### config.mk
export PLATFORM = sky130hd
export DESIGN_NAME = bcp_queue
export DESIGN_NICKNAME = d
export VERILOG_FILES = /design/src/hdl/bcp_pkg.sv /design/src/hdl/bcp_queue.sv
export SDC_FILE = /design/constraint.sdc
export NUM_CORES = 1
export LEC_CHECK = 0
export ABC_AREA = 0
export BUFFER_PORTS_ARGS = -buffer_cell sky130_fd_sc_hd__buf_2
export CORE_MARGIN = 1
export CORE_UTILIZATION = 55
export DETAILED_ROUTE_END_ITERATION = 10
export PLACE_DENSITY_LB_ADDON = 0.3
export RECOVER_POWER = 100
export SETUP_SLACK_MARGIN = 0.4
export SLEW_MARGIN = 10
export SYNTH_ARGS = -nofsm -noshare
export SYNTH_HDL_FRONTEND = slang
export SYNTH_SLANG_ARGS = --single-unit
export TNS_END_PERCENT = 1
### constraint.sdc
create_clock -name clk_i -period 6 [get_ports clk_i]
set_input_delay 1.2 -clock clk_i [delete_from_list [all_inputs] [get_ports clk_i]]
set_output_delay 1.2 -clock clk_i [all_outputs]
set_load 0.05 [all_outputs]
### src/hdl/bcp_pkg.sv
// ----------------------------------------------------------------------------
// bcp_pkg
// Shared types, widths and constants of the braking corridor predictor.
// ----------------------------------------------------------------------------
package bcp_pkg;

  localparam int POINTS_DEF = 50;
  localparam int IDX_W      = 6;
  localparam int POS_W      = 24;
  localparam int LEN_W      = 23;
  localparam int CFG_W      = 13;
  localparam int ANG_W      = 16;
  localparam int CORD_W     = 48;   // CORDIC vector width
  localparam int CZ_W       = 25;   // CORDIC angle, 2^-24 turn
  localparam int TRIG_W     = 17;   // Q15 sin/cos, signed
  localparam int CORD_ITERS = 16;
  localparam int DIV_NUM_W  = 63;
  localparam int DIV_DEN_W  = 21;

  localparam logic [CORD_W-1:0] CORDIC_GAIN = CORD_W'(652032874);
  localparam logic [22:0]       INV_PI_Q24  = 23'd5340354;
  localparam logic [LEN_W-1:0]  LEN_MAX     = {LEN_W{1'b1}};

  typedef enum logic [1:0] {
    CFG_FRONT_AXLE = 2'd0,
    CFG_REAR_AXLE  = 2'd1,
    CFG_BUMPER     = 2'd2,
    CFG_WIDTH      = 2'd3
  } cfg_idx_e;

  typedef struct packed {
    logic [CFG_W-1:0] front_axle;
    logic [CFG_W-1:0] rear_axle;
    logic [CFG_W-1:0] bumper;
    logic [CFG_W-1:0] body_width;
  } cfg_t;

  // one braking run handed from front to back
  typedef struct packed {
    logic [LEN_W-1:0] len;
    logic             clamped;
    logic [ANG_W-1:0] slip;
    logic [LEN_W-1:0] ds;
    logic [31:0]      hstep;
  } job_t;

  function automatic logic signed [CZ_W-1:0] atan_entry(input logic [3:0] i);
    logic signed [CZ_W-1:0] r;
    unique case (i)
      4'd0:  r = CZ_W'(2097152);
      4'd1:  r = CZ_W'(1238021);
      4'd2:  r = CZ_W'(654136);
      4'd3:  r = CZ_W'(332050);
      4'd4:  r = CZ_W'(166669);
      4'd5:  r = CZ_W'(83416);
      4'd6:  r = CZ_W'(41718);
      4'd7:  r = CZ_W'(20860);
      4'd8:  r = CZ_W'(10430);
      4'd9:  r = CZ_W'(5215);
      4'd10: r = CZ_W'(2608);
      4'd11: r = CZ_W'(1304);
      4'd12: r = CZ_W'(652);
      4'd13: r = CZ_W'(326);
      4'd14: r = CZ_W'(163);
      default: r = CZ_W'(81);
    endcase
    return r;
  endfunction

  function automatic logic signed [POS_W-1:0] sat24(input logic signed [33:0] v);
    logic signed [POS_W-1:0] r;
    if (v > 34'sd8388607) r = 24'sh7FFFFF;
    else if (v < -34'sd8388608) r = 24'sh800000;
    else r = v[POS_W-1:0];
    return r;
  endfunction

endpackage

### src/hdl/bcp_queue.sv
// ----------------------------------------------------------------------------
// bcp_queue
// Two-entry queue of runs between front and back.
// ----------------------------------------------------------------------------
module bcp_queue (
  input  logic          clk_i,
  input  logic          rst_ni,
  input  logic          push_i,
  input  bcp_pkg::job_t data_i,
  output logic          full_o,
  input  logic          pop_i,
  output logic          empty_o,
  output bcp_pkg::job_t data_o
);

  bcp_pkg::job_t mem_q [2];
  logic       wptr_q, rptr_q;
  logic [1:0] cnt_q;

  always_ff @(posedge clk_i or negedge rst_ni) begin
    if (!rst_ni) begin
      wptr_q <= 1'b0;
      rptr_q <= 1'b0;
      cnt_q  <= '0;
    end else begin
      if (push_i) begin
        mem_q[wptr_q] <= data_i;
        wptr_q        <= ~wptr_q;
      end
      if (pop_i) rptr_q <= ~rptr_q;
      cnt_q <= cnt_q + 2'(push_i) - 2'(pop_i);
    end
  end

  assign full_o  = cnt_q == 2'd2;
  assign empty_o = cnt_q == 2'd0;
  assign data_o  = mem_q[rptr_q];

endmodule

# Yosys cells after proc, flatten, opt, wreduce, memory -nomap -nowiden

Memories as Yosys holds them, arrays and structs flattened.
Index checks and enable logic that the tools add are counted.

Bits in registers: 4
Memory bits (writable): 190
Input port bits: 99
Output and inout port bits: 97
Word-level logic and storage cells: 13
Memories: 1

Memories:

| memory | depth | width | rd ports | clocked after memory_dff | wr ports | line            | RTL |
|---|---|---|---|---|---|---|---|
| mem_q  | 2     | 95    | 1        | 0                        | 1        | bcp_queue.sv:16 | `bcp_pkg::job_t mem_q [2];` |

Add/sub/neg operators: 2
Equal/unequal tests: 1
Muxes and demuxes: 2
Bitwise logic cells: 2
Reductions and logical operators: 2

Operators by type and width:

| kind                                        | number |
|---|---|
| 2-bit by 1-bit adder with 2-bit output      | 1 |
| 2-bit == test (second input constant)       | 1 |
| 2-bit zero test                             | 1 |
| 1-bit 2-to-1 mux                            | 2 |
| 1-bit inverter                              | 2 |
| 2-bit by 1-bit subtractor with 2-bit output | 1 |
| 1-bit logical AND                           | 1 |

# Longest topological paths before layout

Gate-level depths: netlist (run 1).

Depth after elaboration: 3
Gate-level depth with buffers: 5
Mapped depth without buffers: 5

# Least setup slack after synthesis (run 1)

OpenSTA, ideal clock, no wires.

Path kind: input to register
Start point: in push_i
End point: mem mem_q[0][0] in the netlist's numbering, enable pin
Library setup time: 0.465 ns
Arrival time: 3.462 ns
Data required time: 5.535 ns
Slack: 2.072 ns
Stages: 1
Buffers on the path: 0
Cells stage by stage: and3b_1

Word-level cells in the longest chain between the ends: 3

RTL lines:

| what                                    | line            | RTL |
|---|---|---|
| start: declaration                      | bcp_queue.sv:8  | `input logic push_i,` |
| 1-bit 2-to-1 mux                        | bcp_queue.sv:26 | `if (push_i) begin` |
| 1-bit logical AND (not written as such) | bcp_queue.sv:27 | `mem_q[wptr_q] <= data_i;` |
| 1-bit 2-to-1 mux (not written as such)  | bcp_queue.sv:27 |  |
| end: declaration                        | bcp_queue.sv:16 |  |

Every way passes these cells.

==> impl_metrics.csv, run 1 <==
group,metric,value,unit
placed_design,dpl.hpwl,7790,um
clock_tree,cts_resized,0,
sta,post-route-min-period,4.76,ns
global_routing,grt_pass1_vias,3517,
floorplan,die_x,117,um
critical_path,worst_path_max_delay_cell,"dfrtp_4",
clock_tree,cts.sinks,194,
logic_synthesis,syn-cell-area,7260,um^2
critical_path,worstPathCellList,"clkbuf_1 -> mux2_2 -> clkbuf_1",
sta,max_freq,210,MHz
hold_path,hold_class,"flop to flop",
global_routing,grt_max_degree,74,
floorplan,dieArea,13700,um^2
logic_synthesis,yosysUniqueCellTypes,16,
power_and_ir_drop,p_leak,3.03,nW
cells_and_area,nNetsFinal,618,
logic_synthesis,synth.yosys.warnings,0,
floorplan,die_h,117,um
global_routing,antenna_found_initial,0,
cells_and_area,layout_commonest_cell,"edfxtp_1",
logic_synthesis,syn-instance-count,311,
logic_synthesis,yosysTopAreaCell,"edfxtp_1",
floorplan,initial_core_util,0.570,
logic_synthesis,synthFlopType,"edfxtp_1",
placed_design,io_buffers,195,
cells_and_area,antennaDiodeCount,0,
clock_tree,max-clock-path-buffers,2,
floorplan,core_area,12700,um^2
logic_synthesis,synth-seq-cells,194,
sta,slew_headroom,-0.450,
clock_tree,clkTransAtPathRegs,0.06,ns
routing,vias_per_cell,5.08,
sta,fin_worst_skew,0.00454,ns
sta,hold_violations,0,
sta,slew_viol_final,96,
placed_design,gp_congestion,0.735,
logic_synthesis,yosys.area.top_type_share,0.786,
critical_path,cp.required,4.80,ns
floorplan,num_rows,41,
clock_tree,cts_tree,"built",
sta,fin_tns_setup,0,ns
critical_path,endpoint_kind,"output pin",
logic_synthesis,synth_edf_count,190,
critical_path,critPathMaxFanout,73,
routing,first_pass_iters,5,
sta,min_period_over_period,0.793,
sta,finalSetupViolCount,0,
power_and_ir_drop,ir_drop,492,uV
routing,vias,3560,
outcome,outcome,"complete, but fails checks",
clock_tree,numCtsBuffers,17,
logic_synthesis,seq_area_frac_synth,0.800,
routing,drt.antenna.violating_nets,0,
global_routing,grt_overflow,0,
cells_and_area,drive_above_1_share,0.335,
logic_synthesis,synth_top_family_by_area,"multiplexers",
routing,drt_iter0_drc,240,
critical_path,slowest_delay,1.11,ns
routing,wl_per_cell,16.8,um
sta,rsz0062_at_grt,"false",
power_and_ir_drop,power_density,508,nW/um^2
clock_tree,cts-root-buf,"clkbuf_16",
clock_tree,cts_max_level,4,
critical_path,arrival,3.56,ns
logic_synthesis,synth_compound_area_frac,0,
logic_synthesis,synthAdderAreaFrac,0.00345,
outcome,violations,"capacitance limit, slew limit",
power_and_ir_drop,power.total,4.40,mW
logic_synthesis,synthMuxAreaShare,0.168,
global_routing,track_usage,0.177,
clock_tree,cts_hold_buf,0,
flow_run,drv_cap,2,
logic_synthesis,netlist_top_cells_area,"edfxtp_1 (79%), mux2_2 (8.5%), mux2_4 (8.3%)",
critical_path,cpMostUsedCell,"clkbuf_1",
critical_path,path_class,"flop to output pin",
critical_path,critical_path.top_delay_family,"buffers and inverters",
sta,worst_slew_pin_slew,2.18,ns
logic_synthesis,synth-simple-area-share,0.00345,
cells_and_area,stdcell_area,8670,um^2
clock_tree,post_cts_buffers,0,
cells_and_area,final_cell_mix,"edfxtp_1 (190), clkbuf_1 (130), buf_2 (66)",
global_routing,grt_pass1_wl,17100,um
critical_path,cp-start-kind,"flop",
logic_synthesis,synth-xor-area-share,0.00569,
cells_and_area,fillCellCount,927,
clock_tree,clkLatencyLatePin,0.42,ns
logic_synthesis,async_flop_share,0.0206,
logic_synthesis,postSynthAreaPerCell,23.3,um^2
logic_synthesis,synth_nets,412,
cells_and_area,area_growth,19.5,%
placed_design,postPlaceCellArea,8350,um^2
critical_path,cp.buffers_inverters,2,
routing,routed_wl,11800,um
floorplan,pin_count,196,
routing,drc,0,
-- cells in the mapped netlist (2+ instances only) --
cell	number
buf_12	4
buf_2	5
dfrtp_1	4
edfxtp_1	190
ha_1	2
inv_1	2
mux2_2	55
mux2_4	40
xor2_1	2
-- power breakdown --
group	switching, mW	total (mW)	internal [mW]
sequential	0.145	1.81	1.67
clock	0.440	1.04	0.602
combinational	1.11	1.55	0.436
-- registers in the layout, summed over array words and instances (netlist names) --
name	flops
wptr_q	1
cnt_q	2
rptr_q	1
mem_q	190
-- final timing paths --
check / start / end / slack [ns] / cells past startpoint
max in group asynchronous: rst_ni / rptr_q$_DFFE_PN0P_ / 5.14 / 1
worst min register to register: wptr_q$_DFFE_PN0P_ / wptr_q$_DFFE_PN0P_ / 0.49 / 1
worst max-delay path: rptr_q$_DFFE_PN0P_ / data_o[35] / 1.24 / 3
min in group asynchronous: rst_ni / cnt_q[1]$_DFF_PN0_ / 0.62 / 1
worst min-delay path: wptr_q$_DFFE_PN0P_ / wptr_q$_DFFE_PN0P_ / 0.49 / 1
worst max register to register: wptr_q$_DFFE_PN0P_ / mem_q[0][85]$_DFFE_PP_ / 2.29 / 2
-- final cells by class --
| type | instances | area [um^2] | share of cell area |
|---|---|---|---|
| flip-flops and latches | 194 | 5810 | 0.670 |
| multi-input cells | 104 | 1260 | 0.146 |
| well taps | 172 | 215 | 0.0248 |
| repair buffers | 198 | 828 | 0.0955 |
| clock buffers | 18 | 429 | 0.0495 |
| inverters | 2 | 7.51 | 0.000866 |
| clock inverters | 13 | 120 | 0.0139 |
-- through the flow --
step	setup WS, ns	instances	hold WS, ns	utilization
2_1_floorplan	2.07	311	0.448	-
3_3_place_gp	2.52	670	0.475	0.656
3_5_place_dp	2.48	670	0.478	0.656
4_1_cts	2.01	701	0.492	0.700
5_1_grt	1.04	701	0.513	0.682
6_report	1.24	701	0.490	0.682
-- cells by family after synthesis --
family	Yosys count
xor+xnor	3
fa+ha+maj	2
flops	194
simple gates	4
mux	95
buf+inv	13
-- routing by layer --
layer	global-route usage	wire length (um)
met5	0	0
met4	0.0835	248
met3	0.0814	1240
met2	0.282	5700
met1	0.204	4590
Note: power is estimated with default switching activity, not from simulation.
==> run 2: changes to the inputs <==
Settings changed: CORE_UTILIZATION 55 to 52.
Clock period 6 ns to 4.55 ns, I/O delays scaled along.
==> run 2 against run 1 <==
The flow still finishes with violations (capacitance limit, slew limit); final cell count grew 0.71%; total power grew 34%; sequential cell count unchanged; critical endpoint is now data_o[5]; die area is 5.7% higher; non-clock buffer count rose by 1; cell area is 1.4% higher; utilization down 2.5 points.
==> impl_metrics.csv, run 2 (synthesis gave the netlist of run 1 again) <==
group,metric,value,unit
critical_path,critPathMaxFanout,50,
critical_path,slowest_delay,0.87,ns
routing,drt.antenna.violating_nets,0,
floorplan,die_h,120,um
cells_and_area,layout_commonest_cell,"edfxtp_1",
critical_path,cp.buffers_inverters,2,
placed_design,io_buffers,195,
critical_path,worstSetupPathDepth,3,
sta,worst_hold_slack,0.329,ns
cells_and_area,final_cell_mix,"edfxtp_1 (190), buf_2 (104), clkbuf_1 (94)",
power_and_ir_drop,p_leak,3.20,nW
placed_design,gp_congestion,0.747,
critical_path,arrival,2.86,ns
routing,drc,0,
critical_path,reg2reg_depth,2,
cells_and_area,drive_above_1_share,0.430,
critical_path,worstPathCellList,"clkbuf_4 -> mux2_2 -> buf_2",
global_routing,antenna_found_initial,0,
cells_and_area,largest_reg_flops,190,
global_routing,track_usage,0.171,
flow_run,drv_cap,2,
clock_tree,max-clock-path-buffers,2,
sta,slew_viol_final,106,
sta,min_period_over_period,0.828,
floorplan,num_rows,42,
outcome,violations,"capacitance limit, slew limit",
placed_design,post-place-ws,1.75,ns
sta,finalSetupViolCount,0,
floorplan,die_x,120,um
critical_path,path_class,"flop to output pin",
sta,post-route-min-period,3.77,ns
critical_path,cp-start-kind,"flop",
global_routing,grt_max_degree,68,
critical_path,worst_path_max_delay_cell,"clkbuf_4",
routing,wl_per_cell,16.8,um
clock_tree,clkTransAtPathRegs,0.06,ns
sta,fin_tns_setup,0,ns
global_routing,grt_pass1_vias,3664,
cells_and_area,top_register,"mem_q",
power_and_ir_drop,ir_drop,402,uV
routing,vias_per_cell,5.00,
global_routing,grt_overflow,0,
critical_path,endpoint_kind,"output pin",
sta,fin_ws,0.784,ns
critical_path,cp.required,3.64,ns
floorplan,core_area,13400,um^2
floorplan,pin_count,196,
routing,routed_wl,11900,um
clock_tree,cts_hold_buf,0,
sta,max_freq,266,MHz
routing,vias,3532,
cells_and_area,reg.largest.list,"mem_q: 190 flops, cnt_q: 2 flops",
cells_and_area,antennaDiodeCount,0,
clock_tree,cts.sinks,194,
sta,fin_worst_skew,0.00457,ns
clock_tree,numCtsBuffers,17,
sta,slew_headroom,-0.206,
clock_tree,cts-root-buf,"clkbuf_16",
outcome,outcome,"complete, but fails checks",
cells_and_area,area_growth,21.2,%
clock_tree,clkLatencyLatePin,0.42,ns
clock_tree,cts_resized,0,
hold_path,hold_class,"input port to async pin",
clock_tree,post_cts_buffers,0,
power_and_ir_drop,power_density,669,nW/um^2
critical_path,critical_path.top_delay_family,"buffers and inverters",
floorplan,dieArea,14400,um^2
sta,worst_slew_pin_slew,1.81,ns
routing,first_pass_iters,4,
cells_and_area,nNetsFinal,619,
global_routing,grt_pass1_wl,17900,um
floorplan,initial_core_util,0.541,
routing,drt_iter0_drc,143,
sta,hold_violations,0,
clock_tree,cts_max_level,4,
placed_design,dpl.hpwl,7970,um
clock_tree,cts_tree,"built",
sta,rsz0062_at_grt,"false",
-- run 2: where the power goes --
group          switching (mW)  total, mW  internal [mW]
sequential              0.132       2.33           2.20
combinational            1.53       2.18          0.651
clock                   0.576       1.37          0.797
total                    2.24       5.88           3.65
-- run 2: path summary, 6_finish.rpt --
check	startpoint	end	slack [ns]
setup / recovery	rptr_q$_DFFE_PN0P_	data_o[5]	0.78
hold / removal	rst_ni	rptr_q$_DFFE_PN0P_	0.33
setup reg to reg	wptr_q$_DFFE_PN0P_	mem_q[1][38]$_DFFE_PP_	1.72
hold reg to reg	wptr_q$_DFFE_PN0P_	wptr_q$_DFFE_PN0P_	0.48
max in group asynchronous	rst_ni	rptr_q$_DFFE_PN0P_	3.98
min in group clk_i	wptr_q$_DFFE_PN0P_	wptr_q$_DFFE_PN0P_	0.48
-- run 2: cell type report --
| cell class | count | area [um^2] |
|---|---|---|
| flip-flops and latches | 194 | 5810 |
| fillers | 993 | 4600 |
| multi-input cells | 104 | 1310 |
| repair buffers | 199 | 897 |
| clock buffers | 19 | 433 |
| well taps | 176 | 220 |
| clock inverters | 12 | 118 |
| inverters | 2 | 7.51 |
-- run 2: metrics by stage --
stage               std cells  power [mW]  area, um^2   util
finish                    706        5.88        8800  0.656
CTS                       706        5.98        8940  0.667
global route              706        6.09        8800  0.656
floorplan                 311        4.26        7260      -
detailed placement        675        4.62        8390  0.626
global placement          675        4.59        8390  0.626
-- run 2: routing by layer --
metal  vias up  GRT usage  wire [um]  share of wire
li1       1653          -          -              -
met1      1701      0.193       4730           0.40
met2       152      0.274       5750           0.48
met3        26     0.0737       1100          0.093
met4         0     0.0891        294          0.025
met5         -          0          0              0
